--- config.mk ---
export PLATFORM = sky130hd
export DESIGN_NAME = partial_sum_accumulate_writeback_flat
export DESIGN_NICKNAME = d
export VERILOG_FILES = /design/src/hw/rtl/psaw_pkg.sv /design/src/hw/rtl/psaw_if.sv /design/src/hw/rtl/psaw_ram.sv /design/src/hw/rtl/psaw_ctrl.sv /design/src/hw/rtl/psaw_datapath.sv /design/src/hw/rtl/partial_sum_accumulate_writeback.sv /design/src/flat_wrapper.sv
export VERILOG_INCLUDE_DIRS = /design/src /design/src/hw/rtl
export SDC_FILE = /design/constraint.sdc
export NUM_CORES = 2
export LEC_CHECK = 0
export BUFFER_PORTS_ARGS = -buffer_cell sky130_fd_sc_hd__buf_4
export CORE_MARGIN = 2
export CORE_UTILIZATION = 40
export DETAILED_ROUTE_END_ITERATION = 10
export PLACE_DENSITY_LB_ADDON = 0.25
export RECOVER_POWER = 100
export SYNTH_ARGS = -nofsm -noshare
export SYNTH_HDL_FRONTEND = slang
export SYNTH_HIERARCHICAL = 1
export SYNTH_SLANG_ARGS = --single-unit
--- constraint.sdc ---
create_clock -name clk -period 7.6 [get_ports clk]
set_clock_uncertainty 0.15 [all_clocks]
set_input_delay 1.52 -clock clk [delete_from_list [all_inputs] [get_ports clk]]
set_output_delay 1.52 -clock clk [all_outputs]
set_load 0.05 [all_outputs]
--- src/hw/rtl/partial_sum_accumulate_writeback_macros.svh ---
// Assertion macros used by the controller of the accumulate and write-back RTL.
`ifndef PARTIAL_SUM_ACCUMULATE_WRITEBACK_MACROS_SVH
`define PARTIAL_SUM_ACCUMULATE_WRITEBACK_MACROS_SVH

// Consequent must hold in the same cycle as the antecedent.
`define PSAW_ASSERT_SAME(label, ante, cons, msg) \
  label: assert property (@(posedge clk) disable iff (rst) (ante) |-> (cons)) \
    else $error(msg);

// Consequent must hold in the cycle after the antecedent.
`define PSAW_ASSERT_NEXT(label, ante, cons, msg) \
  label: assert property (@(posedge clk) disable iff (rst) (ante) |=> (cons)) \
    else $error(msg);

`endif

--- src/hw/rtl/psaw_pkg.sv ---
// Package with sizes, widths and control types of the accumulate and write-back block.
package psaw_pkg;

  localparam int LANES     = 4;
  localparam int VEC_ELEMS = 16;
  localparam int PASSES    = 2;
  localparam int TILES     = 64;

  localparam int DATA_W  = 32;
  localparam int VIDX_W  = 8;
  localparam int EIDX_W  = 4;
  localparam int SHIFT_W = 5;

  localparam int LANE_W = (LANES > 1) ? $clog2(LANES) : 1;
  localparam int PASS_W = (PASSES > 1) ? $clog2(PASSES) : 1;
  localparam int POS_W  = $clog2(VEC_ELEMS);
  localparam int TILE_W = (TILES > 1) ? $clog2(TILES) : 1;

  localparam int ACC_DEPTH = LANES * VEC_ELEMS;
  localparam int ADDR_W    = $clog2(ACC_DEPTH);
  localparam int VFULL_W   = $clog2(TILES * LANES + 1);

  typedef struct packed {
    logic load_sample;
    logic acc_write;
    logic sel_elem;
    logic out_load;
    logic elem_step;
    logic advance;
  } psaw_cmd_t;

  typedef struct packed {
    logic emit_now;
    logic elem_last;
    logic out_free;
  } psaw_sts_t;

endpackage

--- src/hw/rtl/psaw_if.sv ---
// Valid/ready stream interfaces for input samples and output vector elements.
interface psaw_in_if;
  logic                               valid;
  logic                               ready;
  logic signed [psaw_pkg::DATA_W-1:0] sample;

  modport source (output valid, output sample, input ready);
  modport sink (input valid, input sample, output ready);
endinterface

interface psaw_out_if;
  logic                               valid;
  logic                               ready;
  logic        [psaw_pkg::VIDX_W-1:0] vector_index;
  logic        [psaw_pkg::EIDX_W-1:0] element_index;
  logic signed [psaw_pkg::DATA_W-1:0] element_value;
  logic                               last;

  modport source (output valid, output vector_index, output element_index,
                  output element_value, output last, input ready);
  modport sink (input valid, input vector_index, input element_index,
                input element_value, input last, output ready);
endinterface

--- src/hw/rtl/psaw_ram.sv ---
// Generic single-write, single-read RAM with registered read data.
module psaw_ram #(
  parameter int WIDTH = 32,
  parameter int DEPTH = 64
) (
  input  logic                     clk,
  input  logic                     we,
  input  logic [$clog2(DEPTH)-1:0] waddr,
  input  logic [WIDTH-1:0]         wdata,
  input  logic [$clog2(DEPTH)-1:0] raddr,
  output logic [WIDTH-1:0]         rdata
);

  logic [WIDTH-1:0] mem [DEPTH];

  always_ff @(posedge clk) begin
    if (we) begin
      mem[waddr] <= wdata;
    end
    rdata <= mem[raddr];
  end

endmodule

--- src/hw/rtl/psaw_ctrl.sv ---
// Controller state machine sequencing accumulation and vector write-back.
`include "partial_sum_accumulate_writeback_macros.svh"

module psaw_ctrl (
  input  logic                clk,
  input  logic                rst,
  input  logic                in_valid,
  output logic                in_ready,
  input  psaw_pkg::psaw_sts_t sts,
  output psaw_pkg::psaw_cmd_t cmd
);

  typedef enum logic [1:0] {
    ST_IDLE,
    ST_ACC,
    ST_EMIT_RD,
    ST_EMIT_OUT
  } state_t;

  state_t state;
  state_t state_next;

  always_comb begin
    state_next = state;
    cmd        = '0;
    in_ready   = 1'b0;
    unique case (state)
      ST_IDLE: begin
        in_ready        = 1'b1;
        cmd.load_sample = in_valid;
        if (in_valid) begin
          state_next = sts.emit_now ? ST_EMIT_RD : ST_ACC;
        end
      end
      ST_ACC: begin
        cmd.acc_write = 1'b1;
        cmd.advance   = 1'b1;
        state_next    = ST_IDLE;
      end
      ST_EMIT_RD: begin
        cmd.sel_elem = 1'b1;
        state_next   = ST_EMIT_OUT;
      end
      ST_EMIT_OUT: begin
        cmd.sel_elem = 1'b1;
        if (sts.out_free) begin
          cmd.out_load  = 1'b1;
          cmd.elem_step = 1'b1;
          cmd.advance   = sts.elem_last;
          state_next    = sts.elem_last ? ST_IDLE : ST_EMIT_RD;
        end
      end
      default: state_next = ST_IDLE;
    endcase
  end

  always_ff @(posedge clk) begin
    if (rst) begin
      state <= ST_IDLE;
    end else begin
      state <= state_next;
    end
  end

  `PSAW_ASSERT_NEXT(a_acc_follows_beat, in_valid && in_ready && !sts.emit_now, cmd.acc_write, "accumulate write did not follow an accumulating beat")
  `PSAW_ASSERT_SAME(a_load_when_free, cmd.out_load, sts.out_free, "result loaded while the output register was occupied")
  `PSAW_ASSERT_SAME(a_advance_point, cmd.advance, cmd.acc_write || (cmd.out_load && sts.elem_last), "counters advanced outside the end of an item")
  `PSAW_ASSERT_NEXT(a_emit_start, in_valid && in_ready && sts.emit_now, state == ST_EMIT_RD && !in_ready, "write-back did not start after an emitting beat")

endmodule

--- src/hw/rtl/psaw_datapath.sv ---
// Datapath with loop counters, accumulator store, shift and output register.
module psaw_datapath (
  input  logic                               clk,
  input  logic                               rst,
  input  logic                               cfg_we,
  input  logic [psaw_pkg::SHIFT_W-1:0]       cfg_wdata,
  input  logic signed [psaw_pkg::DATA_W-1:0] sample,
  input  psaw_pkg::psaw_cmd_t                cmd,
  output psaw_pkg::psaw_sts_t                sts,
  psaw_out_if.source                         results
);

  logic [psaw_pkg::SHIFT_W-1:0] shift_amount;
  logic [psaw_pkg::LANE_W-1:0]  lane_count;
  logic [psaw_pkg::PASS_W-1:0]  pass_count;
  logic [psaw_pkg::POS_W-1:0]   position_count;
  logic [psaw_pkg::TILE_W-1:0]  tile_count;
  logic [psaw_pkg::POS_W-1:0]   elem_count;
  logic [psaw_pkg::DATA_W-1:0]  sample_q;

  logic [psaw_pkg::ACC_DEPTH-1:0] acc_valid;
  logic                           rd_valid;
  logic [psaw_pkg::ADDR_W-1:0]    addr;
  logic [psaw_pkg::POS_W-1:0]     idx;
  logic [psaw_pkg::DATA_W-1:0]    rdata;
  logic [psaw_pkg::DATA_W-1:0]    stored;
  logic [psaw_pkg::DATA_W-1:0]    acc_sum;
  logic [psaw_pkg::DATA_W-1:0]    emit_sum;
  logic [psaw_pkg::VFULL_W-1:0]   vidx_full;
  logic                           elem_last;
  logic                           out_valid;

  assign idx       = cmd.sel_elem ? elem_count : position_count;
  assign addr      = psaw_pkg::ADDR_W'(lane_count) * psaw_pkg::ADDR_W'(psaw_pkg::VEC_ELEMS)
                   + psaw_pkg::ADDR_W'(idx);
  assign stored    = rd_valid ? rdata : '0;
  assign acc_sum   = stored + sample_q;
  assign elem_last = (elem_count == psaw_pkg::POS_W'(psaw_pkg::VEC_ELEMS - 1));
  assign emit_sum  = elem_last ? acc_sum : stored;
  assign vidx_full = psaw_pkg::VFULL_W'(tile_count) * psaw_pkg::VFULL_W'(psaw_pkg::LANES)
                   + psaw_pkg::VFULL_W'(lane_count);

  assign sts.emit_now  = (position_count == psaw_pkg::POS_W'(psaw_pkg::VEC_ELEMS - 1))
                      && (pass_count == psaw_pkg::PASS_W'(psaw_pkg::PASSES - 1));
  assign sts.elem_last = elem_last;
  assign sts.out_free  = !out_valid || results.ready;

  assign results.valid = out_valid;

  psaw_ram #(
    .WIDTH (psaw_pkg::DATA_W),
    .DEPTH (psaw_pkg::ACC_DEPTH)
  ) u_acc_ram (
    .clk   (clk),
    .we    (cmd.acc_write),
    .waddr (addr),
    .wdata (acc_sum),
    .raddr (addr),
    .rdata (rdata)
  );

  always_ff @(posedge clk) begin
    if (rst) begin
      shift_amount <= '0;
    end else if (cfg_we) begin
      shift_amount <= cfg_wdata;
    end
  end

  always_ff @(posedge clk) begin
    if (cmd.load_sample) begin
      sample_q <= sample;
    end
  end

  always_ff @(posedge clk) begin
    if (rst) begin
      acc_valid <= '0;
      rd_valid  <= 1'b0;
    end else begin
      rd_valid <= acc_valid[addr];
      if (cmd.acc_write) begin
        acc_valid[addr] <= 1'b1;
      end else if (cmd.out_load) begin
        acc_valid[addr] <= 1'b0;
      end
    end
  end

  always_ff @(posedge clk) begin
    if (rst) begin
      elem_count <= '0;
    end else if (cmd.elem_step) begin
      elem_count <= elem_last ? '0 : elem_count + 1'b1;
    end
  end

  always_ff @(posedge clk) begin
    if (rst) begin
      lane_count     <= '0;
      pass_count     <= '0;
      position_count <= '0;
      tile_count     <= '0;
    end else if (cmd.advance) begin
      if (lane_count != psaw_pkg::LANE_W'(psaw_pkg::LANES - 1)) begin
        lane_count <= lane_count + 1'b1;
      end else begin
        lane_count <= '0;
        if (pass_count != psaw_pkg::PASS_W'(psaw_pkg::PASSES - 1)) begin
          pass_count <= pass_count + 1'b1;
        end else begin
          pass_count <= '0;
          if (position_count != psaw_pkg::POS_W'(psaw_pkg::VEC_ELEMS - 1)) begin
            position_count <= position_count + 1'b1;
          end else begin
            position_count <= '0;
            if (tile_count != psaw_pkg::TILE_W'(psaw_pkg::TILES - 1)) begin
              tile_count <= tile_count + 1'b1;
            end else begin
              tile_count <= '0;
            end
          end
        end
      end
    end
  end

  always_ff @(posedge clk) begin
    if (rst) begin
      out_valid <= 1'b0;
    end else if (cmd.out_load) begin
      out_valid <= 1'b1;
    end else if (results.ready) begin
      out_valid <= 1'b0;
    end
  end

  always_ff @(posedge clk) begin
    if (cmd.out_load) begin
      results.vector_index  <= psaw_pkg::VIDX_W'(vidx_full);
      results.element_index <= psaw_pkg::EIDX_W'(elem_count);
      results.element_value <= $signed(emit_sum) >>> shift_amount;
      results.last          <= elem_last;
    end
  end

endmodule

--- src/hw/rtl/partial_sum_accumulate_writeback.sv ---
// Top level: accumulates signed partial sums per lane and position and writes back vectors.
// An accumulating beat reads the accumulator RAM, then adds and writes back; the block
// takes no new sample meanwhile. A write-back beat reads the lane's VEC_ELEMS entries one
// at a time through the RAM's registered read port, each in a read state then an output state.
// The first element is registered after its read state; output stalls stretch the write-back.
// Synchronous reset clears the counters, shift amount and per-entry valid bits.
module partial_sum_accumulate_writeback (
  input  logic                         clk,
  input  logic                         rst,
  input  logic                         cfg_we,
  input  logic [psaw_pkg::SHIFT_W-1:0] cfg_wdata,
  psaw_in_if.sink                      samples,
  psaw_out_if.source                   results
);

  psaw_pkg::psaw_cmd_t cmd;
  psaw_pkg::psaw_sts_t sts;

  psaw_ctrl u_ctrl (
    .clk      (clk),
    .rst      (rst),
    .in_valid (samples.valid),
    .in_ready (samples.ready),
    .sts      (sts),
    .cmd      (cmd)
  );

  psaw_datapath u_datapath (
    .clk       (clk),
    .rst       (rst),
    .cfg_we    (cfg_we),
    .cfg_wdata (cfg_wdata),
    .sample    (samples.sample),
    .cmd       (cmd),
    .sts       (sts),
    .results   (results)
  );

endmodule
--- src/flat_wrapper.sv ---
// flat-port wrapper written by rule: the top's interface ports become plain ports
module partial_sum_accumulate_writeback_flat 
  (clk, rst, cfg_we, cfg_wdata, samples_valid, samples_sample, samples_ready, results_valid, results_vector_index, results_element_index, results_element_value, results_last, results_ready);
  psaw_in_if samples_i ();
  psaw_out_if results_i ();
  input  logic clk;
  input  logic rst;
  input  logic cfg_we;
  input  logic [psaw_pkg::SHIFT_W-1:0] cfg_wdata;
  input wire logic [$bits(samples_i.valid)-1:0] samples_valid;
  input wire logic [$bits(samples_i.sample)-1:0] samples_sample;
  output wire logic [$bits(samples_i.ready)-1:0] samples_ready;
  output wire logic [$bits(results_i.valid)-1:0] results_valid;
  output wire logic [$bits(results_i.vector_index)-1:0] results_vector_index;
  output wire logic [$bits(results_i.element_index)-1:0] results_element_index;
  output wire logic [$bits(results_i.element_value)-1:0] results_element_value;
  output wire logic [$bits(results_i.last)-1:0] results_last;
  input wire logic [$bits(results_i.ready)-1:0] results_ready;
  assign samples_i.valid = samples_valid;
  assign samples_i.sample = samples_sample;
  assign samples_ready = samples_i.ready;
  assign results_valid = results_i.valid;
  assign results_vector_index = results_i.vector_index;
  assign results_element_index = results_i.element_index;
  assign results_element_value = results_i.element_value;
  assign results_last = results_i.last;
  assign results_i.ready = results_ready;
  partial_sum_accumulate_writeback u_core (.clk(clk), .rst(rst), .cfg_we(cfg_we), .cfg_wdata(cfg_wdata), .samples(samples_i), .results(results_i));
endmodule
# Yosys cells after proc, flatten, opt, wreduce, memory -nomap -nowiden
# Memory sizes are Yosys's and may differ from the RTL's. A register that Yosys moved wholly into a read port is not among the register bits.
# Cells that the tools add are included.
op_classes:
  add_sub_neg: 8
  order_cmp: 2
  n_eq_ne: 10
  shift: 1
  muxes: 30
  bitwise: 5
  n_reduce_logical: 12
op_table:
  columns: ["operator", "n"]
  rows:
  - ["two-way mux 64 bit", 2]
  - ["AND 64 bit", 1]
  - ["two-way mux 32 bit", 2]
  - ["inverter 64 bit", 1]
  - ["OR 64 bit", 1]
  - ["adder 32 bit", 1]
  - [">>> shifter 32 x 5 -> 32 bit", 1]
  - ["two-way mux 2 bit", 6]
  - ["two-way mux 4 bit", 3]
  - ["two-way mux 1 bit", 11]
  - ["adder 4 x 1 -> 4 bit (second input constant)", 2]
  - ["adder 8 x 2 -> 8 bit", 1]
  - ["== test 4 bit (second input constant)", 2]
  - ["case mux 2 bit (4 select lines)", 1]
  - ["less-than comparator 6 x 7 -> 1 bit (second input constant)", 1]
  - ["adder 6 x 1 -> 6 bit (second input constant)", 1]
  - ["adder 6 x 4 -> 6 bit", 1]
  - ["binary-select mux 1 bit (select 6 bit)", 1]
  - ["demux 1 bit (select 6 bit)", 1]
  - ["greater-or-equal comparator 6 x 1 -> 1 bit (second input constant)", 1]
  - ["two-way mux 6 bit", 1]
  - ["!= test 6 bit (second input constant)", 1]
  - ["== test 2 bit (second input constant)", 2]
  - ["!= test 2 bit (second input constant)", 2]
  - ["other kinds (17)", 21]
totals:
  register_bits: 167
  mem_bits_rw: 2048
  input_bits: 42
  output_inout_bits: 47
  wordCells: 84
  mem_count: 1
memory_table:
  columns: ["name", "words", "word_bits", "read_ports", "rd_clocked_by_memory_dff", "write_ports", "line_no", "rtl"]
  rows:
  - ["u_core.u_datapath.u_acc_ram.mem", 64, 32, 1, 1, 1, "psaw_ram.sv:14", "logic [WIDTH-1:0] mem [DEPTH];"]

# Longest topological paths before layout
depth:
  ltp_word: 13
  mapped_depth: 17
  depth_no_buf: 13

# Modules after synthesis
# The synthesis kept the hierarchy.
modules_own_cells:
  columns: ["module", "instances", "cells_per_inst", "area_per_inst_um2"]
  rows:
  - ["psaw_ram", 1, 3324, 78515.3]
  - ["psaw_datapath", 1, 1436, 11878.9]
  - ["psaw_ctrl", 1, 17, 136.4]

# Worst setup path after synthesis
# No wires, ideal clock.
synth_path:
  path_kind: "flip-flop to flip-flop"
  startpoint: "register u_core.u_datapath.rd_valid"
  endpoint: "register u_core.u_datapath.results.element_value[0] (data pin)"
  setup_ns: 0.141
  arrival_time_ns: 5.122
  slack_ns: 2.187
  path_stages_with_launch: 16
  n_path_buf: 2
  synth_period_minus_slack_ns: 5.413
  cell_sequence: "dfxtp_1 clkbuf_1 clkbuf_1 and2_1 ha_1 fa_1 a211oi_4 nor3_2 o211ai_1 nand3_1 xor2_1 a2111oi_4 mux2i_1 mux2i_1 mux2_2 a21oi_2"
synth_between:
  elab_chain_cells: 4
synth_rtl:
  columns: ["element", "line_no", "rtl"]
  rows:
  - ["from (decl)", "psaw_datapath.sv:22", "logic rd_valid;"]
  - ["from (signal assigned)", "psaw_datapath.sv:81", "rd_valid <= acc_valid[addr];"]
  - ["two-way mux 32 bit", "psaw_datapath.sv:36", "assign stored = rd_valid ? rdata : '0;"]
  - ["adder 32 bit", "psaw_datapath.sv:37", "assign acc_sum = stored + sample_q;"]
  - ["named net u_core.u_datapath.acc_sum (one bit)", "psaw_datapath.sv:27", "logic [psaw_pkg::DATA_W-1:0] acc_sum;"]
  - ["two-way mux 32 bit", "psaw_datapath.sv:39", "assign emit_sum = elem_last ? acc_sum : stored;"]
  - [">>> shifter 32 x 5 -> 32 bit", "psaw_datapath.sv:142", "results.element_value <= $signed(emit_sum) >>> shift_amount;"]
  - ["to (signal assigned)", "psaw_datapath.sv:142", null]
  - ["to (decl)", "psaw_if.sv:20", "output element_value, output last, input ready);"]
# The timed path passes the listed nets, and every way through them passes these cells.
# A chain may end at the register's enable or synchronous reset.

# Worst setup path after layout
layout_path:
  startpoint: "register u_core.u_ctrl.state[1]"
  endpoint: "memory u_core.u_datapath.u_acc_ram.mem[17][21] (enable)"
layout_between:
  elab_chain_cells: 5
layout_rtl:
  columns: ["element", "line_no", "rtl"]
  rows:
  - ["from (decl)", "psaw_ctrl.sv:20", "state_t state;"]
  - ["from (signal assigned)", "psaw_ctrl.sv:61", "state <= state_next;"]
  - ["== test 2 bit", "psaw_ctrl.sv:27", "unique case (state)"]
  - ["OR reduction 2 bit (no line)", null, null]
  - ["two-way mux 1 bit", "psaw_ctrl.sv:27", null]
  - ["two-way mux 4 bit", "psaw_datapath.sv:33", "assign idx = cmd.sel_elem ? elem_count : position_count;"]
  - ["adder 6 x 4 -> 6 bit", "psaw_datapath.sv:35", "+ psaw_pkg::ADDR_W'(idx);"]
  - ["to (decl)", "psaw_ram.sv:14", null]
# Several ways; a longest one is shown, not always the timed one.

==> flow_metrics.tcl <==
set metrics [dict create \
    portBuffers 88 \
    post_cts_buffers 0 \
    place_congestion 0.928 \
    finalNetCount 5035 \
    clock_path_buffers 3 \
    vias 48300 \
    grt_pass1_wl_um 352000 \
    rsz0062_at_grt "no" \
    async_reset_ff_share_pct 0 \
    synth.top_cells.by_area "edfxtp_1 70%, mux4_2 14%, dfxtp_1 2.7%" \
    synth.most_common_cell "edfxtp_1" \
    synth.distinct_cells 110 \
    drv_cap 88 \
    synth.top_cell.area_share_pct 70.5 \
    final_cells 8132 \
    powerDensity_nw_per_um2 246 \
    multi_input_comb_area_um2 23200 \
    synth_area_um2 90500 \
    postLayoutSetupSlackWorst_ns 1.22 \
    cpPeakStageDelay_ns 2.04 \
    irDropWorstVdd_v 0.000184 \
    setup_tns_ns 0 \
    grt-ovfl-total 0 \
    syn_nets 4858 \
    seq_area_um2 66300 \
    pin_count 89 \
    synth_flop_cell "edfxtp_1" \
    clk_latency_ns 0.88 \
    core_area_um2 225000 \
    cts_hold_buf 0 \
    n_fill_cell 19200 \
    vias_per_cell 5.94 \
    critPathBufInv 3 \
    violations "max-capacitance violations, max-slew violations" \
    yosys.area.top_type "edfxtp_1" \
    dieArea_um2 230000 \
    timing.final.crit_share_pct 83.9 \
    slew_violations 3127 \
    synth.avg_cell_area_um2 19.0 \
    htreeDepth 4 \
    path_clk_slew_ns 0.06 \
    die_h_um 480 \
    cts_tree "built" \
    start_kind "flop" \
    cp_max_fo 60 \
    hold_viol_final 0 \
    drc 0 \
    crit_top_cell "clkbuf_1" \
    drive_above_1_share_pct 21.2 \
    finalSetupViolations 0 \
    cts_made_buffers 219 \
    slew-limit-headroom_pct -173 \
    worst_pin_slew_ns 4.10 \
    wl_per_cell_um 30.4 \
    grt_pass1_vias 47900 \
    ys_seq_area_share_pct 73.2 \
    grtUsageTotal_pct 21.3 \
    firstDrtPassIters 5 \
    cpMaxStageDelayCell "nor2_1" \
    ant_nets 0 \
    status "complete, but fails checks" \
    dp_hpwl_um 141000 \
    cts_resized 0 \
    syn2layout_area_growth_pct 12.3 \
    clock-root-buffer "clkbuf_16" \
    required_ns 7.92 \
    hp-class "flop to flop" \
    cts.sinks 2247 \
    syn_inst 4777 \
    cp_top_family "simple AND/OR/NAND/NOR gates" \
    drtIter0Drc 5771 \
    place_inst 7725 \
    totalWireLength_um 247000 \
    place_ws_ns 2.30 \
    rows 174 \
    cp.arrival_ns 6.70 \
    p_leak_nw 30.3 \
    initial_core_util_pct 40.3 \
    ys_warn_count 6 \
    synthTopCellsByCount "2,125 x edfxtp_1, 550 x mux4_2, 259 x nor2_1" \
    clock.fmax_mhz 157 \
    path_class "flop to flop" \
    synth_seq_cells 2247 \
    path_cells "mux2i_2, clkbuf_1, inv_8, nand3_1, nor2_1, clkbuf_1" \
    grt_start_max_net_pins 110 \
    fin_util_pct 45.2 \
    post-route-min-period_ns 6.38 \
    die_w_um 480 \
    crit_path_end_kind "flop" \
    antenna_found_initial 10 \
    synth_edf_count 2125 \
]
==> cell families (layout without fill, tap and decap cells) <==
family / count (synthesis) / after routing / synth area share (%)
XOR/XNOR: 29 / 29 / 0.281
buffers and inverters: 316 / 671 / 1.59
other: 0 / 8 / 0
multiplexers: 700 / 700 / 15.4
flip-flops: 2247 / 2247 / 73.2
AND/OR/NAND/NOR: 737 / 737 / 3.88
adder cells (fa/ha/maj): 39 / 39 / 0.547
AO/OA/AOI/OAI: 709 / 709 / 5.16
==> metal layers <==
metal | wire length (um) | vias up | track usage, %
met3 | 17900 | 392 | 3.44
met2 | 117000 | 1915 | 33.9
met5 | 8 | - | 0
met4 | 8710 | 2 | 7.12
li1 | - | 20100 | -
met1 | 104000 | 25900 | 30.0
==> cell type report <==
class,count,area share (%)
sequential,2247,65.2
multi-input combinational,2214,22.8
clock buffer,282,5.78
tap,2992,3.68
timing repair buffer,243,1.41
clock inverter,117,0.938
inverter,29,0.134
antenna,8,0.0197
==> stage by stage <==
step / power, mW / instance area [um2] / hold WS (ns)
2_1_floorplan: 14.4 / 90500 / 0.298
3_3_place_gp: 14.8 / 95700 / 0.310
3_5_place_dp: 14.8 / 95700 / 0.318
4_1_cts: 25.2 / 103000 / 0.326
5_1_grt: 25.7 / 102000 / 0.342
6_report: 25.0 / 102000 / 0.324
==> registers in the layout, summed over array words and instances, names as in the netlist, named ones only <==
| signal | flops |
|---|---|
| u_core/u_datapath/u_acc_ram/mem | 2048 |
| u_core/u_datapath/results.element_value | 32 |
| u_core/u_datapath/sample_q | 32 |
| u_core/u_datapath/u_acc_ram/rdata | 32 |
| u_core/u_datapath/results.vector_index | 8 |
| u_core/u_datapath/tile_count | 6 |
| u_core/u_datapath/shift_amount | 5 |
| u_core/u_datapath/elem_count | 4 |
| u_core/u_datapath/position_count | 4 |
| u_core/u_datapath/results.element_index | 4 |
| u_core/u_ctrl/state | 2 |
| u_core/u_datapath/lane_count | 2 |
| u_core/u_datapath/pass_count | 1 |
| u_core/u_datapath/rd_valid | 1 |
| u_core/u_datapath/results.last | 1 |
| u_core/u_datapath/results.valid | 1 |
==> worst register-to-register path, delay by kind of cell, from the launching register on <==
kind	cells	cell delay, ns
DFF	1	0.66
buffers and inverters	3	2.20
muxes	1	0.12
and+or+nand+nor	2	2.85
==> path summary, 6_finish.rpt <==
path | slack (ns) | cells past startpoint | startpoint | end
worst max register to register | 1.22 | 6 | u_core/u_ctrl/state[1] | u_core/u_datapath/u_acc_ram/mem[17][21]
worst min-delay path | 0.32 | 2 | flop | flop
worst max-delay path | 1.22 | 6 | u_core/u_ctrl/state[1] | u_core/u_datapath/u_acc_ram/mem[17][21]
worst min register to register | 0.32 | 2 | flop | flop
==> power by group <==
group          internal, mW  switching [mW]
registers              13.7          0.0353
clock network          5.81            4.62
logic                 0.147           0.650
total                  19.7            5.30
==> placed cells by master, fill, tap and decap left out, drive strengths merged, types with 14 or more instances in the layout <==
| cell | Yosys | routed |
|---|---|---|
| mux4 | 550 | 550 |
| o221ai | 31 | 31 |
| o21ai | 134 | 134 |
| nor2 | 260 | 260 |
| clkinv | 2 | 93 |
| nand3 | 101 | 101 |
| mux2i | 138 | 138 |
| xnor2 | 16 | 16 |
| nor3 | 38 | 38 |
| buf | 139 | 86 |
| dfxtp | 122 | 122 |
| a21o | 15 | 15 |
| nand2 | 157 | 157 |
| ha | 38 | 38 |
| o21a | 16 | 16 |
| and2 | 41 | 41 |
| a31oi | 20 | 20 |
| o22ai | 90 | 90 |
| inv | 27 | 38 |
| edfxtp | 2125 | 2125 |
| nor2b | 19 | 19 |
| a311oi | 14 | 14 |
| and3 | 16 | 16 |
| or3 | 14 | 14 |
| nand4 | 24 | 24 |
| a211oi | 22 | 22 |
| clkbuf | 148 | 439 |
| a22oi | 25 | 25 |
| o211ai | 19 | 19 |
| a21oi | 226 | 226 |
No activity file was read; power rests on OpenSTA's default activity.
